==> src/rtl/core/slse_pkg.sv <==
`default_nettype none
// ----------------------------------------------------------------------------
// slse_pkg
// Shared types, register offsets and read-sequence tables for the sound
// length, sweep and envelope unit.
// ----------------------------------------------------------------------------
package slse_pkg;

  localparam int AW    = 5;   // register offset width
  localparam int CAP_N = 6;   // most register reads one item needs
  localparam int WB_N  = 3;   // most register writes one item needs

  localparam logic [2:0] FN_WRITE  = 3'd0;
  localparam logic [2:0] FN_READ   = 3'd1;
  localparam logic [2:0] FN_TICK   = 3'd2;
  localparam logic [2:0] FN_RELOAD = 3'd3;
  localparam logic [2:0] FN_TRIG   = 3'd4;

  localparam logic [1:0] CH_SQ1   = 2'd0;
  localparam logic [1:0] CH_SQ2   = 2'd1;
  localparam logic [1:0] CH_WAVE  = 2'd2;
  localparam logic [1:0] CH_NOISE = 2'd3;

  localparam logic [AW-1:0] R_NR10 = 5'd0;
  localparam logic [AW-1:0] R_NR11 = 5'd1;
  localparam logic [AW-1:0] R_NR12 = 5'd2;
  localparam logic [AW-1:0] R_NR13 = 5'd3;
  localparam logic [AW-1:0] R_NR14 = 5'd4;
  localparam logic [AW-1:0] R_NR21 = 5'd6;
  localparam logic [AW-1:0] R_NR22 = 5'd7;
  localparam logic [AW-1:0] R_NR24 = 5'd9;
  localparam logic [AW-1:0] R_NR31 = 5'd11;
  localparam logic [AW-1:0] R_NR34 = 5'd14;
  localparam logic [AW-1:0] R_NR41 = 5'd16;
  localparam logic [AW-1:0] R_NR42 = 5'd17;
  localparam logic [AW-1:0] R_NR44 = 5'd19;
  localparam logic [AW-1:0] R_NR52 = 5'd22;

  localparam int          LEN_EN_BIT  = 6;
  localparam logic [10:0] FREQ_MAX    = 11'd2047;
  localparam logic [7:0]  ON_MASK     = 8'hF8;
  localparam logic [2:0]  PH_ENV      = 3'd4;

  typedef struct packed {
    logic [2:0]    func;
    logic [AW-1:0] idx;
    logic [7:0]    wdata;
    logic [1:0]    ch;
  } item_t;

  typedef struct packed {
    logic [WB_N-1:0]           en;
    logic [WB_N-1:0][AW-1:0]   addr;
    logic [WB_N-1:0][7:0]      data;
  } wb_t;

  typedef logic [CAP_N-1:0][7:0] cap_t;

  function automatic logic [AW-1:0] len_reg(input logic [1:0] ch);
    logic [AW-1:0] a;
    case (ch)
      CH_SQ1:  a = R_NR11;
      CH_SQ2:  a = R_NR21;
      CH_WAVE: a = R_NR31;
      default: a = R_NR41;
    endcase
    return a;
  endfunction

  function automatic logic [AW-1:0] vol_reg(input logic [1:0] ch);
    logic [AW-1:0] a;
    case (ch)
      CH_SQ1:  a = R_NR12;
      CH_SQ2:  a = R_NR22;
      default: a = R_NR42;
    endcase
    return a;
  endfunction

  // Register offset read at a given step of an item's read sequence.
  function automatic logic [AW-1:0] rd_addr(input item_t it, input logic ph_env,
                                            input logic [2:0] step);
    logic [AW-1:0] a;
    a = R_NR10;
    case (it.func)
      FN_READ:   a = it.idx;
      FN_TICK: begin
        if (ph_env) begin
          case (step)
            3'd0:    a = R_NR12;
            3'd1:    a = R_NR22;
            default: a = R_NR42;
          endcase
        end else begin
          case (step)
            3'd0:    a = R_NR14;
            3'd1:    a = R_NR24;
            3'd2:    a = R_NR34;
            3'd3:    a = R_NR44;
            3'd4:    a = R_NR52;
            default: a = R_NR10;
          endcase
        end
      end
      FN_RELOAD: a = len_reg(it.ch);
      FN_TRIG: begin
        case (step)
          3'd0:    a = len_reg(it.ch);
          3'd1:    a = vol_reg(it.ch);
          default: a = R_NR52;
        endcase
      end
      default:   a = R_NR10;
    endcase
    return a;
  endfunction

  function automatic logic [2:0] rd_count(input item_t it, input logic ph_env);
    logic [2:0] n;
    case (it.func)
      FN_READ:   n = 3'd1;
      FN_TICK:   n = ph_env ? 3'd3 : 3'd6;
      FN_RELOAD: n = 3'd1;
      FN_TRIG:   n = 3'd3;
      default:   n = 3'd0;
    endcase
    return n;
  endfunction

  function automatic logic [6:0] short_len(input logic [7:0] r);
    return 7'd64 - {1'b0, r[5:0]};
  endfunction

  function automatic logic [8:0] wave_len(input logic [7:0] r);
    return 9'd256 - {1'b0, r};
  endfunction

endpackage
`default_nettype wire

==> src/rtl/core/slse_regmem.sv <==
`default_nettype none
// ----------------------------------------------------------------------------
// slse_regmem
// Sound register byte store: one write port, one registered read port.
// Entries never written read as zero.
// ----------------------------------------------------------------------------
module slse_regmem #(
  parameter int DEPTH = 23
) (
  input  wire logic                    clk,
  input  wire logic                    rst_n,
  input  wire logic                    we,
  input  wire logic [slse_pkg::AW-1:0] waddr,
  input  wire logic [7:0]              wdata,
  input  wire logic [slse_pkg::AW-1:0] raddr,
  output logic      [7:0]              rdata
);

  localparam int IW = (DEPTH > 1) ? $clog2(DEPTH) : 1;
  localparam logic [slse_pkg::AW:0] DEPTH_W = (slse_pkg::AW + 1)'(DEPTH);

  logic [7:0]       mem [DEPTH];
  logic [DEPTH-1:0] vld_r;
  logic [7:0]       rdata_r;
  logic             w_ok;
  logic             r_ok;

  assign w_ok  = ({1'b0, waddr} < DEPTH_W);
  assign r_ok  = ({1'b0, raddr} < DEPTH_W);
  assign rdata = rdata_r;

  always_ff @(posedge clk) begin
    if (we && w_ok) begin
      mem[waddr[IW-1:0]] <= wdata;
    end
    if (r_ok && vld_r[raddr[IW-1:0]]) begin
      rdata_r <= mem[raddr[IW-1:0]];
    end else begin
      rdata_r <= 8'd0;
    end
  end

  always_ff @(posedge clk) begin
    if (!rst_n) begin
      vld_r <= '0;
    end else if (we && w_ok) begin
      vld_r[waddr[IW-1:0]] <= 1'b1;
    end
  end

endmodule
`default_nettype wire

==> src/rtl/core/slse_chan.sv <==
`default_nettype none
// ----------------------------------------------------------------------------
// slse_chan
// Channel state: length counters, envelope volumes, sweep count, frame phase.
// Works out one item from the fetched register bytes and produces the
// register write-back list.
// ----------------------------------------------------------------------------
module slse_chan (
  input  wire logic                 clk,
  input  wire logic                 rst_n,
  input  wire logic                 calc_en,
  input  wire slse_pkg::item_t      item,
  input  wire slse_pkg::cap_t       cap,
  input  wire logic [10:0]          freq,
  output slse_pkg::wb_t             wb,
  output logic [7:0]                rd_data,
  output logic [2:0][3:0]           vol,
  output logic                      ph_env
);

  logic [2:0][6:0] len_r, len_nxt;
  logic [8:0]      wlen_r, wlen_nxt;
  logic [2:0]      swc_r, swc_nxt;
  logic [2:0][3:0] vol_r, vol_nxt;
  // step counter kept as residues mod 2..7; 840 is a multiple of each
  logic [7:2][2:0] res_r, res_nxt;
  logic [2:0]      phase_r, phase_nxt;
  slse_pkg::wb_t   wb_r, wb_nxt;
  logic [7:0]      rd_r, rd_nxt;

  assign wb      = wb_r;
  assign rd_data = rd_r;
  assign vol     = vol_r;
  assign ph_env  = (phase_r == slse_pkg::PH_ENV);

  always_comb begin
    logic [3:0]  on;
    logic [7:0]  hit;
    logic [7:0]  nr10;
    logic [10:0] d;
    logic [11:0] sum;
    logic [10:0] f;
    logic [1:0]  slot;
    logic [7:0]  ectl;
    int          ci;
    int          ob;

    len_nxt   = len_r;
    wlen_nxt  = wlen_r;
    swc_nxt   = swc_r;
    vol_nxt   = vol_r;
    res_nxt   = res_r;
    phase_nxt = phase_r;
    wb_nxt    = '0;
    rd_nxt    = 8'd0;
    on        = cap[4][3:0];
    nr10      = cap[5];
    d         = freq >> nr10[2:0];
    sum       = nr10[3] ? ({1'b0, freq} - {1'b0, d}) : ({1'b0, freq} + {1'b0, d});
    f         = (sum > {1'b0, slse_pkg::FREQ_MAX}) ? slse_pkg::FREQ_MAX : sum[10:0];
    slot      = (item.ch == slse_pkg::CH_NOISE) ? 2'd2 : item.ch;
    ectl      = 8'd0;
    ci        = 0;
    ob        = 0;
    hit       = 8'b0000_0010;
    for (int k = 2; k < 8; k++) begin
      hit[k] = (res_r[k] == 3'd0);
    end

    case (item.func)
      slse_pkg::FN_WRITE: begin
        wb_nxt.en[0]   = 1'b1;
        wb_nxt.addr[0] = item.idx;
        wb_nxt.data[0] = item.wdata;
      end
      slse_pkg::FN_READ: begin
        rd_nxt = cap[0];
      end
      slse_pkg::FN_TICK: begin
        if (phase_r == slse_pkg::PH_ENV) begin
          for (int k = 0; k < 3; k++) begin
            ectl = cap[k];
            if (hit[ectl[2:0]]) begin
              if (ectl[3]) begin
                if (vol_r[k] != 4'hF) vol_nxt[k] = vol_r[k] + 4'd1;
              end else begin
                if (vol_r[k] != 4'h0) vol_nxt[k] = vol_r[k] - 4'd1;
              end
            end
          end
          for (int k = 2; k < 8; k++) begin
            res_nxt[k] = (res_r[k] == 3'(k - 1)) ? 3'd0 : res_r[k] + 3'd1;
          end
          phase_nxt = 3'd0;
        end else begin
          for (int k = 0; k < 3; k++) begin
            ci = (k == 2) ? 3 : k;
            ob = (k == 2) ? 3 : k;
            if (cap[ci][slse_pkg::LEN_EN_BIT] && len_r[k] != 7'd0) begin
              len_nxt[k] = len_r[k] - 7'd1;
              if (len_r[k] == 7'd1) on[ob] = 1'b0;
            end
          end
          if (cap[2][slse_pkg::LEN_EN_BIT] && wlen_r != 9'd0) begin
            wlen_nxt = wlen_r - 9'd1;
            if (wlen_r == 9'd1) on[2] = 1'b0;
          end
          if ((phase_r == 3'd1 || phase_r == 3'd3) && nr10[6:4] != 3'd0) begin
            if (swc_r >= nr10[6:4]) begin
              if (sum > {1'b0, slse_pkg::FREQ_MAX}) on[0] = 1'b0;
              swc_nxt        = 3'd0;
              wb_nxt.en[1]   = 1'b1;
              wb_nxt.addr[1] = slse_pkg::R_NR13;
              wb_nxt.data[1] = f[7:0];
              wb_nxt.en[2]   = 1'b1;
              wb_nxt.addr[2] = slse_pkg::R_NR14;
              wb_nxt.data[2] = {cap[0][7:3], f[10:8]};
            end else begin
              swc_nxt = swc_r + 3'd1;
            end
          end
          wb_nxt.en[0]   = 1'b1;
          wb_nxt.addr[0] = slse_pkg::R_NR52;
          wb_nxt.data[0] = {cap[4][7:4], on};
          phase_nxt      = phase_r + 3'd1;
        end
      end
      slse_pkg::FN_RELOAD: begin
        case (item.ch)
          slse_pkg::CH_SQ1:  len_nxt[0] = slse_pkg::short_len(cap[0]);
          slse_pkg::CH_SQ2:  len_nxt[1] = slse_pkg::short_len(cap[0]);
          slse_pkg::CH_WAVE: wlen_nxt   = slse_pkg::wave_len(cap[0]);
          default:           len_nxt[2] = slse_pkg::short_len(cap[0]);
        endcase
      end
      slse_pkg::FN_TRIG: begin
        on = cap[2][3:0];
        if (item.ch == slse_pkg::CH_WAVE) begin
          if (wlen_r == 9'd0) wlen_nxt = slse_pkg::wave_len(cap[0]);
          on[2] = 1'b1;
        end else begin
          for (int k = 0; k < 3; k++) begin
            if (slot == 2'(k)) begin
              if (len_r[k] == 7'd0) len_nxt[k] = slse_pkg::short_len(cap[0]);
              vol_nxt[k] = cap[1][7:4];
            end
          end
          if ((cap[1] & slse_pkg::ON_MASK) != 8'd0) on[item.ch] = 1'b1;
        end
        wb_nxt.en[0]   = 1'b1;
        wb_nxt.addr[0] = slse_pkg::R_NR52;
        wb_nxt.data[0] = {cap[2][7:4], on};
      end
      default: ;
    endcase
  end

  always_ff @(posedge clk) begin
    if (!rst_n) begin
      len_r   <= '0;
      wlen_r  <= '0;
      swc_r   <= '0;
      vol_r   <= '0;
      res_r   <= '0;
      phase_r <= '0;
      wb_r    <= '0;
      rd_r    <= '0;
    end else if (calc_en) begin
      len_r   <= len_nxt;
      wlen_r  <= wlen_nxt;
      swc_r   <= swc_nxt;
      vol_r   <= vol_nxt;
      res_r   <= res_nxt;
      phase_r <= phase_nxt;
      wb_r    <= wb_nxt;
      rd_r    <= rd_nxt;
    end
  end

endmodule
`default_nettype wire

==> src/rtl/core/sound_length_sweep_envelope_unit.sv <==
`default_nettype none
// ----------------------------------------------------------------------------
// sound_length_sweep_envelope_unit
// Control part of a four-channel sound unit: register bytes, length counters,
// frequency sweep of square channel 1 and volume envelopes.
//
// Input channel (in_valid/in_ready): one command per transfer - register
// write, register read, frame tick, length reload or trigger. Output channel
// (out_valid/out_ready): exactly one result per command, carrying the read
// byte (zero unless a read), the channel on bits, the three envelope volumes
// and the square 1 frequency, all as they stand after the command.
// Each command walks a sequencer: it fetches the register bytes it needs from
// the register store one per cycle (its read port is registered), works out
// the new state, then walks the write-back list. Commands are processed one
// at a time; the next command is taken as soon as the result has moved to
// the output register, even if that result is still waiting.
// Reset (rst_n low, synchronous) zeroes all registers, counters and phases.
// While the receiver stalls, a finished command holds in the sequencer and
// no further command is taken.
// ----------------------------------------------------------------------------
module sound_length_sweep_envelope_unit #(
  parameter int REGISTER_COUNT = 23
) (
  input  wire logic        clk,
  input  wire logic        rst_n,
  input  wire logic        in_valid,
  output logic             in_ready,
  input  wire logic [2:0]  in_func,
  input  wire logic [4:0]  in_reg_index,
  input  wire logic [7:0]  in_write_data,
  input  wire logic [1:0]  in_channel,
  output logic             out_valid,
  input  wire logic        out_ready,
  output logic [7:0]       out_read_data,
  output logic [3:0]       out_channel_on,
  output logic [3:0]       out_square1_volume,
  output logic [3:0]       out_square2_volume,
  output logic [3:0]       out_noise_volume,
  output logic [10:0]      out_square1_freq
);

  localparam logic [2:0] ST_IDLE = 3'd0;
  localparam logic [2:0] ST_RD   = 3'd1;
  localparam logic [2:0] ST_CALC = 3'd2;
  localparam logic [2:0] ST_WR   = 3'd3;
  localparam logic [2:0] ST_DONE = 3'd4;

  logic [2:0]                state_r, state_nxt;
  logic [2:0]                step_r, step_nxt;
  slse_pkg::item_t           item_r;
  slse_pkg::cap_t            cap_r;
  logic [3:0]                on_r;
  logic [10:0]               freq_r;
  logic                      out_valid_r;
  logic [7:0]                o_rd_r;
  logic [3:0]                o_on_r;
  logic [2:0][3:0]           o_vol_r;
  logic [10:0]               o_freq_r;

  logic                      in_xfer;
  logic                      load_out;
  logic [2:0]                rcnt;
  logic                      mem_we;
  logic [slse_pkg::AW-1:0]   mem_waddr;
  logic [7:0]                mem_wdata;
  logic [slse_pkg::AW-1:0]   mem_raddr;
  logic [7:0]                mem_rdata;
  logic                      calc_en;
  logic [1:0]                wi;
  slse_pkg::wb_t             wb;
  logic [7:0]                rd_data;
  logic [2:0][3:0]           vol;
  logic                      ph_env;

  assign in_ready  = (state_r == ST_IDLE);
  assign in_xfer   = in_valid && in_ready;
  assign load_out  = (state_r == ST_DONE) && (!out_valid_r || out_ready);
  assign rcnt      = slse_pkg::rd_count(item_r, ph_env);
  assign mem_raddr = slse_pkg::rd_addr(item_r, ph_env, step_r);
  assign calc_en   = (state_r == ST_CALC);
  assign wi        = step_r[1:0];
  assign mem_we    = (state_r == ST_WR) && wb.en[wi];
  assign mem_waddr = wb.addr[wi];
  assign mem_wdata = wb.data[wi];

  slse_regmem #(
    .DEPTH (REGISTER_COUNT)
  ) u_regmem (
    .clk   (clk),
    .rst_n (rst_n),
    .we    (mem_we),
    .waddr (mem_waddr),
    .wdata (mem_wdata),
    .raddr (mem_raddr),
    .rdata (mem_rdata)
  );

  slse_chan u_chan (
    .clk     (clk),
    .rst_n   (rst_n),
    .calc_en (calc_en),
    .item    (item_r),
    .cap     (cap_r),
    .freq    (freq_r),
    .wb      (wb),
    .rd_data (rd_data),
    .vol     (vol),
    .ph_env  (ph_env)
  );

  always_comb begin
    state_nxt = state_r;
    step_nxt  = step_r;
    case (state_r)
      ST_IDLE: begin
        if (in_xfer) begin
          state_nxt = ST_RD;
          step_nxt  = 3'd0;
        end
      end
      ST_RD: begin
        if (step_r == rcnt) begin
          state_nxt = ST_CALC;
        end else begin
          step_nxt = step_r + 3'd1;
        end
      end
      ST_CALC: begin
        state_nxt = ST_WR;
        step_nxt  = 3'd0;
      end
      ST_WR: begin
        if (step_r == 3'(slse_pkg::WB_N - 1)) begin
          state_nxt = ST_DONE;
        end else begin
          step_nxt = step_r + 3'd1;
        end
      end
      ST_DONE: begin
        if (load_out) state_nxt = ST_IDLE;
      end
      default: state_nxt = ST_IDLE;
    endcase
  end

  always_ff @(posedge clk) begin
    if (!rst_n) begin
      state_r     <= ST_IDLE;
      step_r      <= 3'd0;
      on_r        <= 4'd0;
      freq_r      <= 11'd0;
      out_valid_r <= 1'b0;
    end else begin
      state_r <= state_nxt;
      step_r  <= step_nxt;
      if (mem_we) begin
        case (mem_waddr)
          slse_pkg::R_NR52: on_r         <= mem_wdata[3:0];
          slse_pkg::R_NR13: freq_r[7:0]  <= mem_wdata;
          slse_pkg::R_NR14: freq_r[10:8] <= mem_wdata[2:0];
          default: ;
        endcase
      end
      if (load_out) begin
        out_valid_r <= 1'b1;
      end else if (out_ready) begin
        out_valid_r <= 1'b0;
      end
    end
  end

  always_ff @(posedge clk) begin
    if (in_xfer) begin
      item_r.func  <= in_func;
      item_r.idx   <= in_reg_index;
      item_r.wdata <= in_write_data;
      item_r.ch    <= in_channel;
    end
    if (state_r == ST_RD && step_r != 3'd0) begin
      cap_r[step_r - 3'd1] <= mem_rdata;
    end
    if (load_out) begin
      o_rd_r   <= rd_data;
      o_on_r   <= on_r;
      o_vol_r  <= vol;
      o_freq_r <= freq_r;
    end
  end

  assign out_valid          = out_valid_r;
  assign out_read_data      = o_rd_r;
  assign out_channel_on     = o_on_r;
  assign out_square1_volume = o_vol_r[0];
  assign out_square2_volume = o_vol_r[1];
  assign out_noise_volume   = o_vol_r[2];
  assign out_square1_freq   = o_freq_r;

endmodule
`default_nettype wire

==> config.mk <==
export PLATFORM = sky130hd
export DESIGN_NAME = sound_length_sweep_envelope_unit
export DESIGN_NICKNAME = d
export VERILOG_FILES = /design/src/rtl/core/slse_pkg.sv /design/src/rtl/core/slse_regmem.sv /design/src/rtl/core/slse_chan.sv /design/src/rtl/core/sound_length_sweep_envelope_unit.sv
export SDC_FILE = /design/constraint.sdc
export NUM_CORES = 1
export LEC_CHECK = 0
export ABC_AREA = 1
export BUFFER_PORTS_ARGS = -buffer_cell sky130_fd_sc_hd__buf_2
export CAP_MARGIN = 20
export CORE_UTILIZATION = 56
export CTS_CLUSTER_DIAMETER = 60
export CTS_CLUSTER_SIZE = 30
export DETAILED_ROUTE_END_ITERATION = 8
export HOLD_SLACK_MARGIN = 0.06
export MAX_ROUTING_LAYER = met4
export PLACE_DENSITY = 0.72
export RECOVER_POWER = 25
export SLEW_MARGIN = 20
export SYNTH_ARGS = -nofsm -noshare
export SYNTH_HDL_FRONTEND = slang
export SYNTH_SLANG_ARGS = --single-unit
==> constraint.sdc <==
create_clock -name clk -period 10.4 [get_ports clk]
set_input_delay 1.04 -clock clk [delete_from_list [all_inputs] [get_ports clk]]
set_output_delay 1.04 -clock clk [all_outputs]
set_load 0.01 [all_outputs]
* Yosys cells after proc, flatten, opt, wreduce, memory -nomap -nowiden *
Memories as Yosys holds them, arrays and structs flattened. A register that Yosys moved wholly into a read port is not among the register bits.
Index checks and enable logic that the tools add are counted.

storage, ports and cells
  flip-flop bits (word level) = 262
  RAM bits = 184
  output and inout port bits = 37
  word-level logic and storage cells = 348
  memories kept = 1

cells by class
  add/subtract/negate cells = 24
  $lt $le $gt $ge = 15
  eq/ne operators = 71
  shifts and indexed selects = 1
  multiplexer cells = 122
  bitwise operators = 3
  reduce and logical (&&, ||, !) cells = 65

memories
  name          depth  width  rd ports  clocked after memory_dff  write ports  line               text
  u_regmem.mem  23     8      1         1                         1            slse_regmem.sv:22  logic [7:0] mem [DEPTH];

operators with widths
  kind                                                                      count
  7-bit two-way mux                                                         12
  4-bit two-way mux                                                         16
  21-bit case mux with 3 select lines                                       1
  48-bit bitwise mux                                                        1
  16-bit two-way mux                                                        3
  3-bit two-way mux                                                         16
  8-bit AND reduction                                                       6
  9-bit two-way mux                                                         5
  21-bit two-way mux                                                        2
  42-bit two-way mux                                                        1
  2-bit by 1-bit inequality test with 1-bit output (second input constant)  20
  12-bit two-way mux                                                        3
  8-bit two-way mux                                                         4
  5-bit case mux with 2 select lines                                        3
  5-bit case mux with 3 select lines                                        2
  3-bit by 1-bit adder with 3-bit output (second input constant)            9
  3-bit by 2-bit == test with 1-bit output (second input constant)          9
  3-bit zero test                                                           9
  9-bit case mux with 3 select lines                                        1
  5-bit case mux with 5 select lines                                        1
  8-bit demux with 3-bit select                                             1
  1-bit two-way mux                                                         24
  12-bit case mux with 2 select lines                                       1
  8-bit case mux with 3 select lines                                        1
  69 further kinds                                                          150

* Longest topological paths before layout *
  depth in word-level cells = 9
  gate-level depth with buffers = 29

* Cells and area by module *
Synthesis repeated with hierarchy kept, for this count alone.

unflattened totals
  cells, all modules = 2,400
  area, all modules = 21,222.9 µm²

by module, submodules not included
  module                            times used  cells an instance  area an instance (µm²)  sequential area each (µm²)
  slse_regmem                       1           879                8,954.8                 6,145.9
  slse_chan                         1           1,081              7,254.5                 2,102.0
  sound_length_sweep_envelope_unit  1           440                5,013.6                 3,473.3

* Worst setup path before layout *
Ideal clock, no wire load.

  path kind = input to register
  start point = input port out_ready
  end point = register o_on_r[0], in the netlist out_channel_on[0] (enable)
  library setup time = 0.515 ns
  data arrival time = 4.434 ns
  required time = 9.885 ns
  path slack = 5.451 ns
  cell stages on the path = 2
  path buffers = 0
  path through = nor2_1 nor4_1

on the way
  longest elaborated chain between the ends = 2

RTL lines
  item                    line                                     text
  start: declaration      sound_length_sweep_envelope_unit.sv:33   input wire logic out_ready,
  1-bit logical OR        sound_length_sweep_envelope_unit.sv:77   assign load_out = (state_r == ST_DONE) && (!out_valid_r || out_ready);
  1-bit logical AND       sound_length_sweep_envelope_unit.sv:77
  net load_out            sound_length_sweep_envelope_unit.sv:61   logic load_out;
  end signal: assignment  sound_length_sweep_envelope_unit.sv:184  o_on_r <= on_r;
  end: declaration        sound_length_sweep_envelope_unit.sv:56   logic [3:0] o_on_r;

The timed path passes the listed nets, and every way through them passes these cells.
A chain may end at the register's enable or synchronous reset.

* Final worst setup path *
  start point = input port rst_n
  end point = register u_chan.swc_r[0]

RTL lines
  item                    line                                    text
  start: declaration      sound_length_sweep_envelope_unit.sv:25  input wire logic rst_n,
  end signal: assignment  slse_chan.sv:171                        swc_r <= swc_nxt;
  end: declaration        slse_chan.sv:23                         logic [2:0] swc_r, swc_nxt;

No word-level cell between the ends.

==> flow_metrics.env <==
export IMPL_status="complete, but fails checks"
export IMPL_violations="design-rule violations, max-capacitance violations, max-slew violations"
export IMPL_crit_cells=5
export IMPL_wl_per_cell_microns=18.9
export IMPL_pwr_share_seq_pct=41.9
export IMPL_cts_root_buf="clkbuf_16"
export IMPL_power_density_nw_per_um2=229
export IMPL_critPathKind="in2reg"
export IMPL_async_flop_share_pct=0
export IMPL_required_ns=10.87
export IMPL_final_core_util_pct=62.4
export IMPL_start_kind="input pin"
export IMPL_dr_total_vias=16100
export IMPL_io_pins=59
export IMPL_p_clk_share_pct=28.8
export IMPL_routed_wl_microns=52800
export IMPL_whs_ns=0.431
export IMPL_sw_frac_of_total_pct=36.9
export IMPL_share_comb_of_total_power_pct=29.3
export IMPL_syn_inst=2272
export IMPL_cts_sinks=435
export IMPL_p_sw_mw=1.89
export IMPL_finalCriticalPeriod_ns=4.57
export IMPL_dieArea_sq_um=37200
export IMPL_max_cap_viol_count=1
export IMPL_die_w_microns=193
export IMPL_fillCellCount=2977
export IMPL_p_leak_nw=9.06
export IMPL_dr_pass1_iters=8
export IMPL_path_cells="buf_2 -> clkbuf_1 -> inv_1 -> buf_4 -> a211oi_1"
export IMPL_antenna_left=0
export IMPL_h_tree_depth=2
export IMPL_largest_reg_flops=184
export IMPL_cts_hold_buffers=0
export IMPL_clockBufferDepth=3
export IMPL_min_path_type="reg2reg"
export IMPL_drc=4
export IMPL_gp_congestion=0.937
export IMPL_crit_family="buffers and inverters"
export IMPL_drv_slew=44
export IMPL_synthDistinctLibCells=54
export IMPL_synth_area_per_cell_sq_um=8.98
export IMPL_hold_violations=0
export IMPL_grt_overflow_total=0
export IMPL_io_buffers=58
export IMPL_layout_cells_non_filler=2791
export IMPL_worstPathArrival_ns=5.03
export IMPL_p_int_mw=3.22
export IMPL_ys_seq_area_share_pct=56.3
export IMPL_start_util_pct=57.1
export IMPL_rsz0062_at_grt="false"
export IMPL_finalCritPeriodShare_pct=43.9
export IMPL_yosysMostFrequentCell="nand2_1"
export IMPL_cts_tree="yes"
export IMPL_end_kind="register"
export IMPL_hpwl_microns=34800
export IMPL_grt_usage_pct=29.8
export IMPL_synth_edf_count=277
export IMPL_die_y_microns=193
export IMPL_timing_slew_headroom_pct=-50.8
export IMPL_yosysTopAreaCell="edfxtp_1"
export IMPL_grt_pass1_vias=14900
export IMPL_nets=2382
export IMPL_synth_warnings=0
export IMPL_critPathMaxFanout=45
export IMPL_power_total_mw=5.11
export IMPL_whs_path_depth=0
export IMPL_syn_area_sq_um=20400
export IMPL_cts_resized=0
export IMPL_synth_ff_type="edfxtp_1"
export IMPL_via_per_inst=5.77
export IMPL_area_growth_syn_to_layout_pct=9.27
export IMPL_fp_row_count=69
export IMPL_drive_gt1_share_pct=6.31
export IMPL_synth_fp_nets=2352
export IMPL_fmax_mhz=219
export IMPL_insertion_delay_ns=0.56
export IMPL_rr_worst_depth=19
export IMPL_crit_path_top_delay_cell="clkbuf_1"
export IMPL_drtIter0Drc=1593
export IMPL_core_sq_um=35700
export IMPL_tightest_slew_ns=2.26
export IMPL_antenna_found_initial=0
export IMPL_crit_path_max_incr_delay_ns=1.59
export IMPL_synth_ff_latch_count=435
export IMPL_grt_pass1_wl_microns=81500
export IMPL_grt_max_degree=71
export IMPL_ir_drop_mv=0.111
export IMPL_finalClockSkew_ns=0.0307
export IMPL_path_clk_slew_ns=0.08
export IMPL_finalSetupViolations=0
export IMPL_dp_cells=2725
export IMPL_cts_buffers=36
export IMPL_fin_setup_tns_ns=0
export IMPL_synth_top_area_share_pct=40.8
export IMPL_cts_setup_buffers=0
export IMPL_synth_commonest_cells="nand2_1 (508), edfxtp_1 (277), inv_1 (244)"
export IMPL_ys_top_cells_by_area="edfxtp_1 (41%), dfxtp_1 (16%), nand2_1 (9.3%), inv_1 (4.5%), nor2_1 (4.4%)"
export IMPL_worst_path_buf_inv=4
## layout by cell type, fill, tap and decap left out, types with 4 or more instances in the layout
cell type	netlist	routed
or2_2	13	13
nor3_1	32	31
o21ai_0	142	138
a21oi_1	122	122
nor2_2	4	4
a211oi_1	11	11
clkinv_4	0	4
a311oi_1	5	5
nand2_1	508	508
edfxtp_1	277	277
clkbuf_1	41	41
o21ai_1	15	15
o21a_1	5	5
nand4_1	5	5
a21o_1	5	5
clkbuf_16	0	38
nor2_1	241	241
a31oi_1	23	23
o211ai_1	51	51
nand3_1	168	167
dfxtp_1	158	158
inv_2	14	13
buf_2	30	24
xnor2_1	18	18
a22oi_1	7	7
fa_1	4	4
xor2_1	19	19
buf_4	7	14
ha_1	54	54
inv_1	244	245
## per-layer routing
metal	GRT usage, %	wire length, microns	up-vias
met5	-	0	-
met4	11.3	1640	0
met3	4.87	4700	95
met2	44.3	23500	678
met1	41.0	22900	7635
li1	-	-	7710
## power by group through the flow
stage	Clock, mW	Combinational, mW	Sequential (mW)
final	1.47	1.50	2.14
after global routing	1.55	1.66	2.15
after CTS	1.49	1.48	2.14
after detailed placement	0	1.47	2.17
after global placement	0	1.44	2.17
after floorplan	0	1.06	2.13
## worst register-to-register path, cell delays in order (launching register included)
cell	delay (ns)
dfxtp_1	0.82
inv_1	0.42
ha_1	0.36
ha_1	0.26
nand3_1	0.11
nand2_1	0.05
nand2_1	0.05
nand2_1	0.08
nor2_4	0.08
buf_4	0.55
buf_4	0.71
nand2_1	0.17
o211ai_1	0.16
nand3_1	0.11
nand3_1	0.12
nand2_1	0.08
nand2_1	0.11
nand2_1	0.07
nand2_1	0.06
inv_1	0.04
## cells by family after synthesis
family | after synthesis | share of synthesized area [%]
compound gates | 407 | 11.6
xor+xnor | 37 | 1.59
fa+ha+maj | 58 | 3.70
buf+inv | 346 | 6.72
flops | 435 | 56.3
simple gates | 989 | 20.1
## worst paths after layout
check	from	endpoint	slack, ns
setup / recovery	rst_n	u_chan.swc_r[0]	5.83
hold / removal	u_chan.rd_data[4]	out_read_data[4]	0.43
hold reg to reg	u_chan.rd_data[4]	out_read_data[4]	0.43
setup reg to reg	step_r[0]	u_regmem.rdata[6]	5.92
## area by class of cell
| type | count | area, sq um | area share (%) |
|---|---|---|---|
| Clock inverter | 23 | 307 | 1.38 |
| Timing Repair Buffer | 77 | 372 | 1.67 |
| Antenna cell | 2 | 5.00 | 0.0225 |
| Multi-Input combinational cell | 1491 | 7600 | 34.1 |
| Clock buffer | 41 | 966 | 4.33 |
| Tap cell | 461 | 577 | 2.59 |
| Sequential cell | 435 | 11500 | 51.5 |
| Inverter | 261 | 982 | 4.41 |
## per-stage QoR
stage	setup slack, ns	instance area [sq um]
floorplan	5.45	20400
global placement	6.01	21100
detailed placement	6.05	21100
CTS	5.95	22300
global route	5.54	22300
finish	5.83	22300
Note: power is estimated with default switching activity, not from simulation.
